File: config.mk
export PLATFORM = sky130hd
export DESIGN_NAME = cooling_cycle_controller
export DESIGN_NICKNAME = d
export VERILOG_FILES = /design/src/rtl/ccc_pkg.sv /design/src/rtl/cooling_cycle_controller.sv
export SDC_FILE = /design/constraint.sdc
export NUM_CORES = 1
export LEC_CHECK = 0
export ABC_CLOCK_PERIOD_IN_PS = 10500
export BUFFER_PORTS_ARGS = -buffer_cell sky130_fd_sc_hd__buf_4
export CAP_MARGIN = 20
export CORE_MARGIN = 5
export CORE_UTILIZATION = 57
export CTS_CLUSTER_SIZE = 14
export DETAILED_ROUTE_END_ITERATION = 16
export PLACE_DENSITY = 0.84
export SETUP_SLACK_MARGIN = 0.5
export SLEW_MARGIN = 20
export SYNTH_ARGS = -nofsm -noshare
export SYNTH_HDL_FRONTEND = slang
export SYNTH_SLANG_ARGS = --single-unit
File: constraint.sdc
create_clock -name clk -period 10.5 [get_ports clk]
set_input_delay 3.15 -clock clk [delete_from_list [all_inputs] [get_ports clk]]
set_output_delay 3.15 -clock clk [all_outputs]
set_load 0.005 [all_outputs]
File: src/rtl/ccc_pkg.sv
// Shared types and constants for the cooling cycle controller.
// Holds the beat payload structs, the automation phase enum and the code values.
// No dependencies.
package ccc_pkg;

    // One timestamped sample beat.
    typedef struct packed {
        logic        [31:0] now_ms;
        logic        [1:0]  run_mode;
        logic signed [11:0] liquid_temp;
        logic signed [11:0] outside_temp;
    } ccc_in_t;

    // One actuator result beat.
    typedef struct packed {
        logic [7:0] pump_duty;
        logic       fan_enable;
        logic [2:0] status_code;
        logic [1:0] event_code;
    } ccc_out_t;

    // Automation phase, used as the state of the automatic mode.
    typedef enum logic [1:0] {
        PH_IDLE = 2'd0,
        PH_PUMP = 2'd1,
        PH_FAN  = 2'd2,
        PH_COOL = 2'd3
    } ccc_phase_t;

    // Operating modes; the unused fourth code behaves as manual.
    localparam logic [1:0] MODE_OFF  = 2'd0;
    localparam logic [1:0] MODE_AUTO = 2'd2;

    // Status codes.
    localparam logic [2:0] ST_INVALID = 3'd0;
    localparam logic [2:0] ST_SAFETY  = 3'd1;
    localparam logic [2:0] ST_OFF     = 3'd2;
    localparam logic [2:0] ST_MANUAL  = 3'd3;
    localparam logic [2:0] ST_IDLE    = 3'd4;
    localparam logic [2:0] ST_PUMP    = 3'd5;
    localparam logic [2:0] ST_FAN     = 3'd6;
    localparam logic [2:0] ST_COOL    = 3'd7;

    // Cycle end event codes.
    localparam logic [1:0] EV_NONE    = 2'd0;
    localparam logic [1:0] EV_REACHED = 2'd1;
    localparam logic [1:0] EV_TIMEOUT = 2'd2;

    // Configuration register indexes.
    localparam logic [2:0] REG_TARGET    = 3'd0;
    localparam logic [2:0] REG_SAFETY    = 3'd1;
    localparam logic [2:0] REG_FAN_OFS   = 3'd2;
    localparam logic [2:0] REG_BOOST     = 3'd3;
    localparam logic [2:0] REG_IDLE_RUN  = 3'd4;
    localparam logic [2:0] REG_IDLE_REST = 3'd5;
    localparam logic [2:0] REG_CYCLE_MAX = 3'd6;
    localparam logic [2:0] REG_COOLDOWN  = 3'd7;

    // Fixed timing and level constants.
    localparam logic [31:0] IDLE_MAX_MS      = 32'd600000;
    localparam logic [31:0] FAN_MIN_DELAY_MS = 32'd30000;
    localparam logic [7:0]  IDLE_DUTY        = 8'd204;
    localparam logic [6:0]  BASE_PWM         = 7'd77;

    // Temperatures in signed 1/16 degC.
    localparam logic signed [11:0] LIQ_LOW    = -12'sd1600;
    localparam logic signed [11:0] LIQ_HIGH   = 12'sd2000;
    localparam logic signed [12:0] COOL_FLOOR = -13'sd32;
    localparam logic signed [12:0] EXT_BELOW  = 13'sd80;

    // Pump duty bands and limits.
    localparam logic signed [13:0] BAND_HIGH = 14'sd48;
    localparam logic signed [13:0] BAND_MID  = 14'sd24;
    localparam logic signed [13:0] BAND_LOW  = 14'sd8;
    localparam logic signed [7:0]  ADJ_HIGH  = 8'sd50;
    localparam logic signed [7:0]  ADJ_MID   = 8'sd25;
    localparam logic signed [7:0]  ADJ_LOW   = -8'sd25;
    localparam logic signed [7:0]  ADJ_COLD  = -8'sd20;
    localparam logic signed [7:0]  ADJ_WARM  = 8'sd30;
    localparam logic signed [10:0] PWM_MIN   = 11'sd50;
    localparam logic signed [10:0] PWM_MAX   = 11'sd200;

endpackage

File: src/rtl/cooling_cycle_controller.sv
// Cooling cycle controller: one pump/fan result beat for every sample beat.
// Path: a sample beat is accepted into the hold register, and its result beat is then
// registered in the result register, where it waits until it is taken downstream.
// Throughput: one sample per cycle unless results stall; the single-pass decision logic sits
// between the two registers; a sample enters an empty hold register while a result waits downstream.
// Reset (rst_n, asynchronous, active low) empties both registers, parks the automation in
// idle with no start stamps, and loads the configuration registers with their default values.
module cooling_cycle_controller (
    input  logic              clk,
    input  logic              rst_n,
    input  logic              sample_valid,
    output logic              sample_stall,
    input  ccc_pkg::ccc_in_t  sample,
    output logic              result_valid,
    input  logic              result_stall,
    output ccc_pkg::ccc_out_t result,
    input  logic              cfg_valid,
    output logic              cfg_ready,
    input  logic [2:0]        cfg_index,
    input  logic [31:0]       cfg_data
);
    import ccc_pkg::*;

    // ------------------------------------------------------------------
    // Configuration registers. Writes are always taken: the user must use
    // the port only while the block is quiet, as no interlock enforces it.
    // ------------------------------------------------------------------
    logic signed [11:0] target_temp_reg;
    logic signed [11:0] safety_temp_reg;
    logic        [9:0]  fan_offset_reg;
    logic        [5:0]  boost_gain_reg;
    logic        [31:0] idle_run_ms_reg;
    logic        [31:0] idle_rest_ms_reg;
    logic        [31:0] cycle_max_ms_reg;
    logic        [31:0] cooldown_ms_reg;

    assign cfg_ready = 1'b1;

    always_ff @(posedge clk or negedge rst_n)
    begin
        if (!rst_n)
        begin
            target_temp_reg  <= 12'sd80;
            safety_temp_reg  <= 12'sd160;
            fan_offset_reg   <= 10'd40;
            boost_gain_reg   <= 6'd16;
            idle_run_ms_reg  <= 32'd40000;
            idle_rest_ms_reg <= 32'd20000;
            cycle_max_ms_reg <= 32'd300000;
            cooldown_ms_reg  <= 32'd120000;
        end
        else if (cfg_valid && cfg_ready)
        begin
            unique case (cfg_index)
                REG_TARGET:    target_temp_reg  <= $signed(cfg_data[11:0]);
                REG_SAFETY:    safety_temp_reg  <= $signed(cfg_data[11:0]);
                REG_FAN_OFS:   fan_offset_reg   <= cfg_data[9:0];
                REG_BOOST:     boost_gain_reg   <= cfg_data[5:0];
                REG_IDLE_RUN:  idle_run_ms_reg  <= cfg_data;
                REG_IDLE_REST: idle_rest_ms_reg <= cfg_data;
                REG_CYCLE_MAX: cycle_max_ms_reg <= cfg_data;
                REG_COOLDOWN:  cooldown_ms_reg  <= cfg_data;
                default:       ;
            endcase
        end
    end

    // ------------------------------------------------------------------
    // Beat flow. A sample beat lands in the hold register. It is processed
    // in the cycle in which the result register can take a new value: the
    // result register is empty or its beat is being taken at the same edge.
    // At that edge the automation state is updated as well, so state and
    // results advance together, one sample at a time.
    // ------------------------------------------------------------------
    ccc_in_t  hold_reg;
    logic     hold_valid_reg;
    ccc_out_t result_reg;
    ccc_out_t result_next;
    logic     result_valid_reg;
    logic     advance;

    assign advance      = hold_valid_reg && (!result_valid_reg || !result_stall);
    assign sample_stall = hold_valid_reg && !advance;
    assign result_valid = result_valid_reg;
    assign result       = result_reg;

    always_ff @(posedge clk or negedge rst_n)
    begin
        if (!rst_n)
        begin
            hold_valid_reg   <= 1'b0;
            result_valid_reg <= 1'b0;
        end
        else
        begin
            if (sample_valid && !sample_stall)
            begin
                hold_valid_reg <= 1'b1;
            end
            else if (advance)
            begin
                hold_valid_reg <= 1'b0;
            end

            if (advance)
            begin
                result_valid_reg <= 1'b1;
            end
            else if (!result_stall)
            begin
                result_valid_reg <= 1'b0;
            end
        end
    end

    always_ff @(posedge clk)
    begin
        if (sample_valid && !sample_stall)
        begin
            hold_reg <= sample;
        end
        if (advance)
        begin
            result_reg <= result_next;
        end
    end

    // ------------------------------------------------------------------
    // Automation state. A start stamp of zero means "not started", so a
    // sample taken at time zero can leave a stamp that later reads as unset.
    // ------------------------------------------------------------------
    ccc_phase_t  phase_reg,            phase_next;
    logic [31:0] phase_start_reg,      phase_start_next;
    logic [31:0] burst_start_reg,      burst_start_next;
    logic        idle_pump_on_reg,     idle_pump_on_next;
    logic        fan_cycle_active_reg, fan_cycle_active_next;

    always_ff @(posedge clk or negedge rst_n)
    begin
        if (!rst_n)
        begin
            phase_reg            <= PH_IDLE;
            phase_start_reg      <= '0;
            burst_start_reg      <= '0;
            idle_pump_on_reg     <= 1'b0;
            fan_cycle_active_reg <= 1'b0;
        end
        else if (advance)
        begin
            phase_reg            <= phase_next;
            phase_start_reg      <= phase_start_next;
            burst_start_reg      <= burst_start_next;
            idle_pump_on_reg     <= idle_pump_on_next;
            fan_cycle_active_reg <= fan_cycle_active_next;
        end
    end

    // ------------------------------------------------------------------
    // Shared decisions for the held sample.
    // ------------------------------------------------------------------
    logic [31:0]        now;
    logic signed [11:0] liq;
    logic signed [11:0] ext;
    logic               reading_ok;
    logic               over_safety;
    logic               auto_mode;

    assign now         = hold_reg.now_ms;
    assign liq         = hold_reg.liquid_temp;
    assign ext         = hold_reg.outside_temp;
    assign reading_ok  = (liq > LIQ_LOW) && (liq < LIQ_HIGH);
    assign over_safety = liq > safety_temp_reg;
    assign auto_mode   = hold_reg.run_mode == MODE_AUTO;

    // Cooling target, lowered by the boost and never below -2 degC.
    logic signed [12:0] cool_raw;
    logic signed [12:0] cool_target;
    logic               reached;

    assign cool_raw    = {target_temp_reg[11], target_temp_reg}
                         - $signed({7'b0, boost_gain_reg});
    assign cool_target = (cool_raw < COOL_FLOOR) ? COOL_FLOOR : cool_raw;
    assign reached     = $signed({liq[11], liq}) <= cool_target;

    // Phase progress in automatic mode. The fan trigger is applied first; an
    // idle phase that has to leave drops into the pump phase in the same step.
    logic               start_unset;
    logic [31:0]        start_eff;
    logic signed [12:0] fan_threshold;
    logic               fan_trigger;
    ccc_phase_t         phase_trig;
    logic               idle_exit;
    ccc_phase_t         phase_work;
    logic [31:0]        start_work;
    logic [31:0]        elapsed_work;
    logic               cycle_done;
    logic               cooldown_done;

    assign start_unset   = phase_start_reg == '0;
    assign start_eff     = start_unset ? now : phase_start_reg;
    assign fan_threshold = {target_temp_reg[11], target_temp_reg}
                           + $signed({3'b000, fan_offset_reg});
    assign fan_trigger   = ($signed({liq[11], liq}) > fan_threshold)
                           && ((now - start_eff) > FAN_MIN_DELAY_MS)
                           && !fan_cycle_active_reg
                           && (phase_reg != PH_FAN);
    assign phase_trig    = fan_trigger ? PH_FAN : phase_reg;
    assign idle_exit     = (phase_trig == PH_IDLE)
                           && ((liq > target_temp_reg)
                               || ((now - start_eff) >= IDLE_MAX_MS));
    assign phase_work    = idle_exit ? PH_PUMP : phase_trig;
    assign start_work    = (fan_trigger || idle_exit) ? now : start_eff;
    assign elapsed_work  = now - start_work;
    assign cycle_done    = reached || (elapsed_work >= cycle_max_ms_reg);
    assign cooldown_done = elapsed_work >= cooldown_ms_reg;

    // Idle duty-cycling: a burst of pump running then a rest, alternating.
    logic        burst_unset;
    logic [31:0] burst_eff;
    logic        pump_on_eff;
    logic [31:0] burst_elapsed;
    logic [31:0] burst_new;
    logic        pump_on_new;

    assign burst_unset   = burst_start_reg == '0;
    assign burst_eff     = burst_unset ? now : burst_start_reg;
    assign pump_on_eff   = burst_unset || idle_pump_on_reg;
    assign burst_elapsed = now - burst_eff;

    always_comb
    begin
        burst_new   = burst_eff;
        pump_on_new = pump_on_eff;
        if (pump_on_eff)
        begin
            if (burst_elapsed >= idle_run_ms_reg)
            begin
                pump_on_new = 1'b0;
                burst_new   = now;
            end
        end
        else if (burst_elapsed >= idle_rest_ms_reg)
        begin
            pump_on_new = 1'b1;
            burst_new   = now;
        end
    end

    // Pump duty during a pump cycle: boost base plus band and ambient terms,
    // then clamped to the working range.
    logic signed [13:0] temp_gap;
    logic signed [12:0] ext_cold_limit;
    logic signed [7:0]  band_adj;
    logic signed [7:0]  ext_adj;
    logic        [12:0] base_product;
    logic signed [10:0] pwm_sum;
    logic        [7:0]  pump_pwm;

    assign temp_gap       = {{2{liq[11]}}, liq} - {cool_target[12], cool_target};
    assign ext_cold_limit = {target_temp_reg[11], target_temp_reg} - EXT_BELOW;
    assign base_product   = BASE_PWM * {7'b0, boost_gain_reg};

    always_comb
    begin
        priority if (temp_gap > BAND_HIGH)
            band_adj = ADJ_HIGH;
        else if (temp_gap > BAND_MID)
            band_adj = ADJ_MID;
        else if (temp_gap < BAND_LOW)
            band_adj = ADJ_LOW;
        else
            band_adj = '0;

        priority if ($signed({ext[11], ext}) < ext_cold_limit)
            ext_adj = ADJ_COLD;
        else if (ext > target_temp_reg)
            ext_adj = ADJ_WARM;
        else
            ext_adj = '0;
    end

    assign pwm_sum = $signed({2'b00, base_product[12:4]})
                     + {{3{band_adj[7]}}, band_adj}
                     + {{3{ext_adj[7]}}, ext_adj};

    always_comb
    begin
        priority if (pwm_sum < PWM_MIN)
            pump_pwm = PWM_MIN[7:0];
        else if (pwm_sum > PWM_MAX)
            pump_pwm = PWM_MAX[7:0];
        else
            pump_pwm = pwm_sum[7:0];
    end

    // ------------------------------------------------------------------
    // Next state. Invalid readings and the safety override leave the state
    // untouched; off and manual park the automation but keep the fan flag.
    // ------------------------------------------------------------------
    always_comb
    begin
        phase_next            = phase_reg;
        phase_start_next      = phase_start_reg;
        burst_start_next      = burst_start_reg;
        idle_pump_on_next     = idle_pump_on_reg;
        fan_cycle_active_next = fan_cycle_active_reg;

        if (reading_ok && !over_safety)
        begin
            if (!auto_mode)
            begin
                phase_next        = PH_IDLE;
                phase_start_next  = now;
                burst_start_next  = '0;
                idle_pump_on_next = 1'b0;
            end
            else
            begin
                phase_next            = phase_work;
                phase_start_next      = start_work;
                fan_cycle_active_next = fan_cycle_active_reg || fan_trigger;
                if (idle_exit)
                begin
                    burst_start_next  = '0;
                    idle_pump_on_next = 1'b0;
                end

                unique case (phase_work)
                    PH_IDLE:
                    begin
                        burst_start_next  = burst_new;
                        idle_pump_on_next = pump_on_new;
                    end
                    PH_PUMP:
                    begin
                        if (cycle_done)
                        begin
                            phase_next        = PH_COOL;
                            phase_start_next  = now;
                            burst_start_next  = '0;
                            idle_pump_on_next = 1'b0;
                        end
                    end
                    PH_FAN:
                    begin
                        if (cycle_done)
                        begin
                            phase_next            = PH_COOL;
                            phase_start_next      = now;
                            fan_cycle_active_next = 1'b0;
                        end
                    end
                    PH_COOL:
                    begin
                        if (cooldown_done)
                        begin
                            phase_next        = PH_IDLE;
                            phase_start_next  = now;
                            burst_start_next  = '0;
                            idle_pump_on_next = 1'b0;
                        end
                    end
                    default:
                    begin
                        phase_next = PH_IDLE;
                    end
                endcase
            end
        end
    end

    // ------------------------------------------------------------------
    // Result beat for the held sample.
    // ------------------------------------------------------------------
    always_comb
    begin
        result_next = '{pump_duty: '0, fan_enable: 1'b0,
                        status_code: ST_INVALID, event_code: EV_NONE};

        priority if (!reading_ok)
        begin
            result_next.status_code = ST_INVALID;
        end
        else if (over_safety)
        begin
            result_next.fan_enable  = 1'b1;
            result_next.status_code = ST_SAFETY;
        end
        else if (!auto_mode)
        begin
            result_next.status_code = (hold_reg.run_mode == MODE_OFF) ? ST_OFF : ST_MANUAL;
        end
        else
        begin
            unique case (phase_work)
                PH_IDLE:
                begin
                    result_next.pump_duty   = pump_on_new ? IDLE_DUTY : '0;
                    result_next.status_code = ST_IDLE;
                end
                PH_PUMP:
                begin
                    if (cycle_done)
                    begin
                        result_next.status_code = ST_COOL;
                        result_next.event_code  = reached ? EV_REACHED : EV_TIMEOUT;
                    end
                    else
                    begin
                        result_next.pump_duty   = pump_pwm;
                        result_next.fan_enable  = 1'b1;
                        result_next.status_code = ST_PUMP;
                    end
                end
                PH_FAN:
                begin
                    result_next.fan_enable  = 1'b1;
                    result_next.status_code = ST_FAN;
                    if (cycle_done)
                    begin
                        result_next.event_code = reached ? EV_REACHED : EV_TIMEOUT;
                    end
                end
                PH_COOL:
                begin
                    result_next.status_code = ST_COOL;
                end
                default:
                begin
                    result_next.status_code = ST_INVALID;
                end
            endcase
        end
    end

    // ------------------------------------------------------------------
    // Checks.
    // ------------------------------------------------------------------
    // The input side only stalls while a sample waits behind a blocked result.
    assert property (@(posedge clk) disable iff (!rst_n)
        sample_stall |-> (hold_valid_reg && result_valid && result_stall))
        else $error("sample stalled without a blocked result");

    // A new result appears only after a sample was held.
    assert property (@(posedge clk) disable iff (!rst_n)
        $rose(result_valid) |-> $past(hold_valid_reg))
        else $error("result beat without a held sample");

    // The automation state moves only when a sample is processed.
    assert property (@(posedge clk) disable iff (!rst_n)
        !advance |=> ($stable(phase_reg) && $stable(phase_start_reg)
                      && $stable(fan_cycle_active_reg)))
        else $error("automation state changed without a sample");

endmodule
**Word-level counts from Yosys, hierarchy flattened**

Index checks and enable logic that the tools add are counted.

- Magnitude comparators: 20
- Bitwise logic cells: 4
- Multiplexer cells: 54
- Multipliers: 1
- $add $sub $neg: 9
- Equality and inequality tests: 13
- Reductions and logical operators: 42

Operator list:

| operator | number |
|---|---|
| $mux W32 | 13 |
| $ge A32 B32 Y1 | 4 |
| $pmux W32 S3 | 1 |
| $sub A32 B32 Y32 | 3 |
| $logic_not A32 Y1 | 2 |
| $pmux W32 S2 | 1 |
| $mux W8 | 7 |
| $gt A12 B12 Y1 | 3 |
| $ge A32 B20 Y1 const B | 1 |
| $gt A32 B15 Y1 const B | 1 |
| $reduce_and A2 Y1 | 9 |
| $pmux W8 S2 | 1 |
| $mux W1 | 15 |
| $gt A14 B6 Y1 const B | 1 |
| $gt A14 B7 Y1 const B | 1 |
| $lt A14 B5 Y1 const B | 1 |
| $mux W2 | 7 |
| $sub A12 B13 Y14 | 1 |
| $add A12 B11 Y13 | 1 |
| $gt A12 B13 Y1 | 1 |
| $le A12 B13 Y1 | 1 |
| $lt A12 B13 Y1 | 1 |
| $lt A13 B6 Y1 const B | 1 |
| $mul A7 B6 Y13 const A | 1 |
| 35 further kinds | 65 |

- Word-level logic and storage cells: 167
- Output and inout port bits: 17
- Input port bits: 98
- Register bits: 310

**Depth between registers and ports, before layout**

Gate-level depths: netlist of the first run.

- Depth in word-level cells: 19
- Mapped depth: 52
- Mapped depth without buffers: 50

**Worst setup path after synthesis of the first run**

No wires, ideal clock.

- Path type: register to register
- From: reg phase_start_reg[25]
- To: reg burst_start_reg[10]
- Required time: 10.434 ns
- Period minus slack after synthesis: 10.312 ns
- Arrival: 10.246 ns
- Path slack: 0.188 ns
- Path buffers: 5
- Library setup time: 0.066 ns
- Stages on the path, launching flop included: 48
- Path through: dfrtp_1 > nor4_1 > nand4_1 > nor2_1 > clkbuf_1 > a21oi_1 > ha_1 > buf_6 > a21oi_4 > a21oi_2 > o2111ai_2 > nand3_4 > a2111oi_2 > a2111oi_0 > or4_1 > nor4_1 > a21oi_1 > nor3_1 > [12 not listed] > a311oi_1 > nor2_1 > xnor2_1 > ha_1 > a21o_1 > a21o_1 > a21o_1 > a211o_1 > a22oi_1 > nand3_1 > or2_2 > a31oi_1 > o21ai_0 > and2_1 > a21bo_1 > buf_2 > buf_2 > a22o_1

- Longest elaborated chain between the ends: 18
- Elaborated cells between the ends (all ways): 27
- Classes of those cells: add/sub: 2; order compare: 4; eq/ne: 2; mux: 9; reduce/logical: 10

Ends and longest elaborated chain:

| item | RTL line | source |
|---|---|---|
| from (decl) | cooling_cycle_controller.sv:133 | `logic [31:0] phase_start_reg, phase_start_next;` |
| from (signal assigned) | cooling_cycle_controller.sv:151 | `phase_start_reg <= phase_start_next;` |
| $logic_not A32 Y1 | cooling_cycle_controller.sv:199 | `assign start_unset = phase_start_reg == '0;` |
| $mux W32 * | cooling_cycle_controller.sv:200 | `assign start_eff = start_unset ? now : phase_start_reg;` |
| $sub A32 B32 Y32 | cooling_cycle_controller.sv:204, cooling_cycle_controller.sv:210 |  |
| $gt A32 B15 Y1 | cooling_cycle_controller.sv:204 | `&& ((now - start_eff) > FAN_MIN_DELAY_MS)` |
| $logic_and A1 B1 Y1 | cooling_cycle_controller.sv:204 |  |
| $logic_and A1 B1 Y1 | cooling_cycle_controller.sv:205 | `&& !fan_cycle_active_reg` |
| $logic_and A1 B1 Y1 | cooling_cycle_controller.sv:206 | `&& (phase_reg != PH_FAN);` |
| $mux W2 | cooling_cycle_controller.sv:207 | `assign phase_trig = fan_trigger ? PH_FAN : phase_reg;` |
| [2 not listed] | -- |  |
| $logic_or A1 B1 Y1 | cooling_cycle_controller.sv:212 | `assign start_work = (fan_trigger \|\| idle_exit) ? now : start_eff;` |
| $mux W32 | cooling_cycle_controller.sv:212 |  |
| $sub A32 B32 Y32 | cooling_cycle_controller.sv:213 | `assign elapsed_work = now - start_work;` |
| $ge A32 B32 Y1 | cooling_cycle_controller.sv:214 | `assign cycle_done = reached \|\| (elapsed_work >= cycle_max_ms_reg);` |
| $logic_or A1 B1 Y1 | cooling_cycle_controller.sv:214 |  |
| $mux W32 | cooling_cycle_controller.sv:336 | `if (cycle_done)` |
| $pmux W32 S3 * | cooling_cycle_controller.sv:328 | `unique case (phase_work)` |
| $mux W32 * | cooling_cycle_controller.sv:310 | `if (!auto_mode)` |
| to (signal assigned) | cooling_cycle_controller.sv:152 | `burst_start_reg <= burst_start_next;` |
| to (decl) | cooling_cycle_controller.sv:134 | `logic [31:0] burst_start_reg, burst_start_next;` |

Every way passes the cells marked *; elsewhere a longest branch is shown, timed or not.
A chain may end at the register's enable or synchronous reset.

**Worst setup path in the final report of the first run**

- From: reg phase_start_reg[25]
- To: reg burst_start_reg[16]

Same word-level chain as after synthesis.

==> results of run 1 <==
==> per-stage QoR <==
step	cell area, sq um	hold WS [ns]	cells	setup slack (ns)
after detailed placement	27600	0.486	3508	-0.0957
final	30700	0.499	3650	0.358
after CTS	29300	0.505	3598	0.515
after global routing	30700	0.515	3650	-0.000469
after global placement	27600	0.477	3508	0.104
after floorplan	25100	0.457	2732	0.524
==> metal layers <==
layer / track usage [%] / wire length [um] / vias up
li1: - / - / 10400
met3: 4.60 / 5640 / 249
met1: 38.2 / 30500 / 11000
met4: 12.3 / 3650 / 0
met5: 0 / 0 / -
met2: 50.6 / 37100 / 1041
==> repair_timing <==
item,in CTS,in global routing
pin swaps,27,111
resized for setup,65,213
buffers inserted,18,46
cloned,4,5
hold buffers,0,0
endpoints found under the setup margin,75,76
==> logic make-up after synthesis <==
kind of cell             Yosys count
AO/OA/AOI/OAI                    780
AND/OR/NAND/NOR                  660
buffers and inverters            392
adder cells (fa/ha/maj)          364
flip-flops                       310
multiplexers                     120
XOR/XNOR                         105
other                              1
==> critical path: cells and delay by family, from the launching register on <==
family          cells  cell delay (ns)
xor+xnor            1             0.16
simple gates       18             3.96
fa+ha+maj           4             1.26
compound gates     19             3.38
flops               1             0.40
buf+inv             6             0.92
==> area by class of cell <==
cell class,instances,area (sq um),area share [%]
clock buffer,52,1060,3.47
clock inverter,16,123,0.400
inverter,319,1200,3.91
multi-input combinational,2030,16600,54.0
sequential,310,8160,26.6
tap,592,741,2.41
timing repair buffer,331,2820,9.20
==> power by group through the flow <==
stage               Clock [uW]  Combinational, uW  Sequential [uW]
floorplan                    0               4130             1620
global placement             0               5610             1680
detailed placement           0               5820             1700
CTS                       1300               6060             1690
global route              1360               7610             1730
finish                    1290               6980             1710
==> cells in the mapped netlist, drive strengths merged (6+ instances only) <==
library cell  number
ha               343
inv              319
a21oi            219
dfrtp            206
nand2            189
o21ai            187
nor2             140
mux2             115
a21o              86
xnor2             73
edfxtp            72
clkbuf            51
o211ai            45
nand2b            44
nor3              44
nand3             42
nor2b             41
nand4             40
a22oi             35
o21a              34
a22o              33
dfstp             32
xor2              32
nor4              28
buf               22
o21bai            22
fa                21
a31oi             17
a211oi            16
and2              15
or3               15
a21boi            14
and3              13
or2               13
or4                8
a2111oi            7
nor3b              7
o2111ai            7
a211o              6
a221oi             6
and4               6
o311ai             6
o31ai              6
==> how the worst max path moves through the flow <==
stage                           to  slack [ns]           startpoint
3_5_place_dp             result[9]        -0.1   target_temp_reg[0]
4_1_cts        burst_start_reg[12]        0.52  phase_start_reg[30]
5_1_grt        burst_start_reg[16]     -0.0005   phase_start_reg[4]
6_report       burst_start_reg[16]        0.36  phase_start_reg[25]
2_1_floorplan  burst_start_reg[10]        0.52  phase_start_reg[25]
3_3_place_gp   burst_start_reg[11]        0.10  phase_start_reg[24]
==> impl_results.md, run 1 <==
* Register bit total from synthesis at 310
* Layout cell share with drive strength beyond 1 at 25.3%
* Compound-Gate Fraction of Synth Area at 20.6%
* Max Fanout on Critical Path at 6
* Setup crit start kind: register
* Fin crit period at 10.14 ns
* Switching Share at 46.6%
* Mapped Area at 0.0251 sq mm
* Vias at 22700
* Reg clk slew, reported paths at 0.07 ns
* Layout Skew at 0.0138 ns
* Hold path cells at 1
* Leakage at 0.0143 uW
* Distinct cells, synth at 88
* Top cell type's share of synthesized area at 20.5%
* Fillers at 3243
* Critical path endpoint category: register
* Die Y at 220 um
* Hold path startpoint: hold_valid_reg
* Drt total wl at 76900 um
* Combinational Power Share at 69.9%
* Root Buffer: clkbuf_16
* Sequential Power Share at 17.2%
* Synth Flop Type: dfrtp_1
* Initial antenna violation count at 0
* Max_cap viols at 0
* Synth Area in Adders at 18.8%
* Multiplexer area fraction after synthesis at 5.35%
* Setup total negative slack at 0 ns
* Starting Density at 57.2%
* Hold Path End: result_valid
* Xor and xnor area share after synthesis at 3.66%
* Number of enable flip-flop cells after synthesis at 72
* I/O pin total at 115
* Register area share after synthesis at 32.5%
* Pwr dens at 326 mW/mm^2
* Routed WL per cell at 21.1 um
* CP Data Arrival Time at 10.64 ns
* Worst reg2reg path depth at 48
* Hold WC Path Type: reg -> reg
* RD Place Congestion at 0.997
* Post-layout util at 69.8%
* Iter 0 DRT Violations at 2103
* Max VDD drop at 0.482 mV
* Max Clk Rate at 98.6 MHz
* Status: complete, no violations
* Syn Nets at 3194
* Most common cell after layout, fill and taps aside: ha_1
* CTS tree: done
* RSZ-0062 raised after global routing: yes
* Critical path required time at 11.00 ns
* Syn Inst Count at 2732
* Ranking of synthesized cells by area: dfrtp_1, ha_1, edfxtp_1
* Total core area at 0.0439 sq mm
* Die footprint at 0.0484 sq mm
* Ys Warns at 0
* Reg2Reg Setup Slack at 0.36 ns
* Most frequent cells in the layout: ha_1, inv_1, buf_4
* Dpl hpwl at 55300 um
* Simple-Gate Fraction of Synth Area at 13.1%
* Largest family of logic cells by synthesized area: compound AO/OA/AOI/OAI gates
* Drt pass-1 iters at 6
* CP peak stage delay at 0.57 ns
* Routed Antenna Nets at 0
* Rows at 77
* Reg2reg start: phase_start_reg[25]
* Buffers added on ports at 113
* Total power draw at 9990 uW
* # DRC at 0
* Avg Cell Area, Syn at 9.20 sq um
* Final setup fails at 0
* Worst-Skew Late Latency at 0.56 ns
* Slew Limit Headroom at 35.3%
* NetSw at 4660 uW
* Most frequent CP cell: a21o_1
* Internal Pwr Total at 5330 uW
* Width of the die at 220 um
* Largest net degree at the start of global routing at 133
* Clock buffer depth at 3
* Final Max Tran Viols at 0
* Sink Count at 310
* H-tree levels at 2
* Area leader, netlist: dfrtp_1
* Vias per cell at 6.21
* CTS Buf Count at 37
* Vias in the first global route at 22600
* Clock power share at 12.9%
* Global route total overflow at 0
* Ant diodes at 0
* FFs w/ async S/R, synth at 76.8%
* CP max-delay cell: or4_4
* Worst slew pin tran at 0.946 ns
* Area Overhead vs Synth at 22.1%
* Crit Reg-Reg Endpoint: burst_start_reg[16]
* GRT Util Overall at 29.8%
* Final Hold Fails at 0
* First-pass GRT wire length at 117000 um
* Final nets at 3491
* Setup Crit Path Kind: reg -> reg
* Crit share post-route at 96.6%
Note: power is estimated with default switching activity, not from simulation.
==> inputs of run 2 (changes only) <==
CORE_ASPECT_RATIO = 2   (was unset)
==> impl_results.md, run 2 (synthesis gave the netlist of run 1 again) <==
* RD Place Congestion at 0.990 (-0.73%)
* Starting Density at 57.7% (+0.55 points)
* Hold path cells at 1 (unchanged)
* Max VDD drop at 0.322 mV (-33%)
* Final nets at 3494 (+0.086%)
* Most common cell after layout, fill and taps aside: ha_1
* Vias per cell at 6.50 (+4.7%)
* Dpl hpwl at 63500 um (+15%)
* Area Overhead vs Synth at 21.4%
* Vias at 23400 (+3.5%)
* RSZ-0062 raised after global routing: yes
* Fin crit period at 10.14 ns (+0.00263 ns)
* Leakage at 0.0142 uW (-0.43%)
* Non-filler instance count after layout at 3607 (-1.2%)
* Reg2reg start: phase_start_reg[0]
* GRT Util Overall at 33.3% (+3.4 points)
* Final setup fails at 0 (unchanged)
* Sequential Power Share at 17.1% (about the same)
* Layout Skew at 0.0151 ns (+0.00135 ns)
* I/O pin total at 115 (unchanged)
* Initial antenna violation count at 1 (+1)
* Combinational Power Share at 71.7% (+1.8 points)
* Pwr dens at 330 mW/mm^2 (+1.3%)
* Max_cap viols at 0 (unchanged)
* Max Fanout on Critical Path at 8 (+2)
* CP max-delay cell: or4_4
* Clock power share at 11.2% (-1.7 points)
* Width of the die at 158 um (-28%)
* Buffers added on ports at 113 (unchanged)
* Routed WL per cell at 23.8 um (+13%)
* Number of instances in the placed design at 3482 (-0.74%)
* Drt total wl at 85700 um (+12%)
* Largest net degree at the start of global routing at 93 (-30%)
* Most frequent cells in the layout: ha_1, inv_1, buf_4
* Hold path startpoint: hold_valid_reg
* Sink Count at 310 (unchanged)
* Layout cell share with drive strength beyond 1 at 26.3% (+0.93 points)
* Total core area at 0.0435 sq mm (-0.96%)
* H-tree levels at 1 (-1)
* Rows at 108 (+40%)
* Hold buffer count at CTS at 0 (unchanged)
* Critical path required time at 11.05 ns (+0.05 ns)
* Post-layout util at 70.1% (+0.26 points)
* Worst reg2reg path depth at 49 (+2.1%)
* Routed Antenna Nets at 0 (unchanged)
* NetSw at 4740 uW (+1.9%)
* Register area at 0.00816 sq mm (unchanged)
* CP Launch Point: phase_start_reg[0]
* First-pass GRT wire length at 126000 um (+8.4%)
* Max Clk Rate at 98.6 MHz (about the same)
* Drt pass-1 iters at 8 (+2)
* Reg2Reg Setup Slack at 0.36 ns (about the same)
* Most frequent CP cell: a21o_1
* Root Buffer: clkbuf_16
* Die Y at 307 um (+40%)
* Setup Crit Path Kind: reg -> reg
* Final Max Tran Viols at 0 (unchanged)
* Clock buffer depth at 3 (unchanged)
* Worst slew pin tran at 0.905 ns (-0.0412 ns)
* Iter 0 DRT Violations at 1919 (-8.7%)
* Status: complete, no violations
* Reg clk slew, reported paths at 0.07 ns (about the same)
* Die footprint at 0.0486 sq mm (+0.53%)
* CTS Buf Count at 30 (-19%)
* Internal Pwr Total at 5310 uW (-0.37%)
* Final Hold Fails at 0 (unchanged)
* Multi-input logic area at 0.0166 sq mm (+0.18%)
* Setup crit start kind: register
* Fillers at 3111 (-4.1%)
* # DRC at 0 (unchanged)
* CP Data Arrival Time at 10.70 ns (+0.06 ns)
* CTS tree: done
* Crit share post-route at 96.6% (about the same)
* CP peak stage delay at 0.57 ns (about the same)
* Crit Reg-Reg Endpoint: burst_start_reg[10]
* Switching Share at 47.2% (+0.55 points)
* Worst setup endpoint: burst_start_reg[10]
* Global route total overflow at 0 (unchanged)
* Worst-Skew Late Latency at 0.62 ns (+0.06 ns)
* Critical path endpoint category: register
* Vias in the first global route at 24500 (+8.4%)
* Hold WC Path Type: reg -> reg
* Slew Limit Headroom at 39.7% (+4.4 points)
-- run 2: cell types whose count changed in the layout (fill, tap and decap cells not counted), moves of 4 or more --
cell       change
clkinv_1       -4
clkbuf_8       +4
buf_6          -8
o21ai_1        -6
clkbuf_1       -4
o21ai_2        +8
clkbuf_16      -8
o21ai_0        -4
buf_4         +20
-- run 2: per-layer routing --
layer / up-vias / wire length (um) / track usage [%]
met4: 0 / 12000 / 34.9
li1: 10400 / - / -
met1: 11100 / 25500 / 29.8
met3: 695 / 5640 / 5.46
met5: - / 0 / 0
met2: 1209 / 42600 / 58.8
-- run 2: worst min-delay path by stage --
stage,end
after floorplan,result_valid
after global placement,result_valid
after detailed placement,result_valid
after CTS,result_valid
after global routing,idle_rest_ms_reg[17]
final,result_valid
-- run 2: worst max-delay path, delay by kind of cell (launching register included) --
kind	cells	cell delay, ns
and+or+nand+nor	16	3.40
DFF	1	0.41
adders and majority gates	3	0.85
AOI/OAI and AO/OA	23	4.30
buffers and inverters	6	0.94
xor gates and xnor gates	1	0.16
-- run 2: what timing repair did --
action | CTS | global route
resized for setup | 100 | 202
pin swaps | 51 | 99
cloned | 3 | 5
buffers inserted | 30 | 29
setup endpoints to repair | 77 | 77
-- run 2: area by class of cell --
cell class | instances | share of cell area, %
multi-input cells | 2030 | 54.4
flip-flops and latches | 310 | 26.8
repair buffers | 341 | 9.31
inverters | 319 | 3.93
clock buffers | 45 | 3.05
well taps | 550 | 2.26
clock inverters | 11 | 0.263
diodes | 1 | 0.00820
-- run 2: per-stage QoR --
step                hold WS, ns  total power [uW]  area [sq um]  setup TNS [ns]  setup slack [ns]
CTS                       0.500              9200         29300               0             0.510
global route              0.511             10800         30500               0             0.121
detailed placement        0.486              7740         27600           -5.88            -0.197
global placement          0.471              7480         27600               0            0.0571
finish                    0.495             10100         30500               0             0.356
floorplan                 0.457              5750         25100               0             0.524
-- run 2: power by group through the flow --
stage | sequential, uW | clock [uW] | combinational [uW]
after floorplan | 1620 | 0 | 4130
after global placement | 1690 | 0 | 5790
after detailed placement | 1700 | 0 | 6040
after CTS | 1690 | 1140 | 6380
after global routing | 1740 | 1180 | 7850
final | 1720 | 1130 | 7210
==> inputs of run 3 (changes only) <==
ABC_CLOCK_PERIOD_IN_PS = 11200   (was 10500)
CORE_UTILIZATION = 60   (was 57)
clock period = 11.2 ns   (was 10.5 ns; I/O delays follow)
==> impl_results.md, run 3 (synthesis gave the netlist of run 1 again) <==
* Layout Skew at 0.0385 ns (+0.0234 ns)
* Layout cell share with drive strength beyond 1 at 17.9% (-8.3 points)
* Delay-heaviest family, CP: simple AND/OR/NAND/NOR gates
* Crit Reg-Reg Endpoint: phase_start_reg[29]
* RSZ-0062 raised after global routing: no
* Routed WL per cell at 22.8 um (-4.3%)
* RD Place Congestion at 1.02 (+3.3%)
* Post-layout util at 68.1% (-2.0 points)
* Dpl hpwl at 60800 um (-4.1%)
* Vias in the first global route at 23400 (-4.5%)
* Rows at 106 (-1.9%)
* Clock buffer depth at 3 (unchanged)
* Vias at 22100 (-5.6%)
* Reg2reg start: phase_start_reg[17]
* CTS Buf Count at 31 (+3.3%)
* Total core area at 0.0416 sq mm (-4.3%)
* Switching Share at 48.1% (+0.95 points)
* Critical path endpoint category: register
* Fillers at 3296 (+5.9%)
* Crit share post-route at 93.1% (-3.5 points)
* Post-route setup slack at 0.775 ns (+0.419 ns)
* Hold WC Path Type: reg -> reg
* Routed Antenna Nets at 0 (unchanged)
* Worst-Skew Late Latency at 0.64 ns (+0.02 ns)
* Internal Pwr Total at 4330 uW (-19%)
* Worst slew pin tran at 1.09 ns (+0.189 ns)
* CP peak stage delay at 0.58 ns (about the same)
* Leakage at 0.0132 uW (-7.0%)
* Most frequent cells in the layout: ha_1, inv_1, dfrtp_1
* Buffers added on ports at 113 (unchanged)
* H-tree levels at 1 (unchanged)
* Reg2Reg Setup Slack at 0.78 ns (+0.42 ns)
* Hold buffer count at CTS at 0 (unchanged)
* Hold Path End: result_valid
* CP max-delay cell: or4_4
* Final nets at 3334 (-4.6%)
* Die footprint at 0.0463 sq mm (-4.8%)
* Status: complete, no violations
* Sequential Power Share at 19.2% (+2.1 points)
* Root Buffer: clkbuf_16
* Initial antenna violation count at 0 (-1)
* CP Data Arrival Time at 10.96 ns (+0.26 ns)
* Die Y at 299 um (-2.5%)
* Hold path cells at 1 (unchanged)
* Drt pass-1 iters at 10 (+2)
* Pwr dens at 294 mW/mm^2 (-11%)
* Setup Crit Path Kind: reg -> reg
* Global route total overflow at 0 (unchanged)
* Width of the die at 155 um (-2.4%)
* Starting Density at 60.3% (+2.6 points)
* Reg clk slew, reported paths at 0.07 ns (about the same)
* Clock power share at 13.3% (+2.1 points)
* Max Fanout on Critical Path at 49 (+41)
* Fin crit period at 10.42 ns (+0.281 ns)
* Most frequent CP cell: buf_4
* Ant diodes at 0 (-1)
* Setup crit start kind: register
* Max_cap viols at 0 (unchanged)
* Bufs and invs on worst path at 8 (+2)
* Worst slack, placed at 0.131 ns (+0.328 ns)
* Iter 0 DRT Violations at 1318 (-31%)
* Area Overhead vs Synth at 12.9%
* CTS tree: done
* Max VDD drop at 0.285 mV (-12%)
* Setup total negative slack at 0 ns (unchanged)
* NetSw at 4010 uW (-15%)
* I/O pin total at 115 (unchanged)
* Worst reg2reg path depth at 47 (-4.1%)
* Hold path startpoint: hold_valid_reg
* Final Hold Fails at 0 (unchanged)
* GRT Util Overall at 33.0% (-0.27 points)
* Final setup fails at 0 (unchanged)
* Most common cell after layout, fill and taps aside: ha_1
* Combinational Power Share at 67.6% (-4.1 points)
* Drt total wl at 78200 um (-8.8%)
* Critical path required time at 11.74 ns (+0.69 ns)
* First-pass GRT wire length at 120000 um (-4.9%)
* # DRC at 0 (unchanged)
* Sink Count at 310 (unchanged)
* Final Max Tran Viols at 0 (unchanged)
* Max Clk Rate at 95.9 MHz (-2.7%)
* Slew Limit Headroom at 26.7% (-13 points)
* Vias per cell at 6.44 (-0.92%)
* Largest net degree at the start of global routing at 93 (unchanged)
[run 3: metal layers]
metal	GRT usage [%]	wire (um)	up-vias
met5	0	0	-
met4	34.1	10300	0
met3	4.77	4110	531
met2	60.2	40000	1008
met1	29.2	23800	10500
li1	-	-	10100
[run 3: stage by stage]
stage | cells | cell area [sq um] | power (uW) | hold slack, ns
2_1_floorplan | 2732 | 25100 | 5390 | 0.457
3_3_place_gp | 3358 | 26700 | 6570 | 0.476
3_5_place_dp | 3358 | 26700 | 6810 | 0.487
4_1_cts | 3418 | 27900 | 7980 | 0.505
5_1_grt | 3437 | 28400 | 9030 | 0.525
6_report | 3437 | 28400 | 8340 | 0.496
[run 3: cell type report]
type,instances,area (sq um),share of cell area (%)
Inverter,319,1200,4.22
Tap cell,540,676,2.38
Timing Repair Buffer,180,1430,5.05
Sequential cell,310,8160,28.8
Multi-Input combinational cell,2030,15800,55.8
Clock buffer,43,872,3.08
Clock inverter,15,185,0.653
[run 3: power groups by stage]
stage	Sequential [uW]	Clock, uW	Combinational (uW)
floorplan	1520	0	3870
global placement	1580	0	4990
detailed placement	1600	0	5210
CTS	1580	1120	5280
global route	1610	1160	6250
finish	1600	1110	5640
[run 3: what timing repair did]
action | in CTS | in global routing
gates resized for setup | 13 | 94
setup endpoints to repair | 75 | 78
hold endpoints to repair | 0 | 0
gates cloned | 0 | 1
pin swaps | 3 | 23
setup buffers | 2 | 18
[run 3: worst max-delay path by stage]
stage	from	to	slack [ns]	depth (start not counted)
floorplan	phase_start_reg[25]	burst_start_reg[10]	0.89	47
global placement	phase_start_reg[25]	result[8]	0.38	48
detailed placement	phase_start_reg[25]	result[10]	0.13	46
CTS	phase_start_reg[24]	phase_start_reg[5]	0.51	50
global route	phase_start_reg[28]	burst_start_reg[6]	0.40	52
finish	phase_start_reg[17]	phase_start_reg[29]	0.78	47
[run 3: worst reg2reg max path: cells and delay by family, from the launching register on]
kind	cells	cell delay, ns
DFF	1	0.40
xor gates and xnor gates	1	0.16
adders and majority gates	3	1.12
buffers and inverters	8	1.44
AOI/OAI and AO/OA	19	3.40
and+or+nand+nor	16	3.83
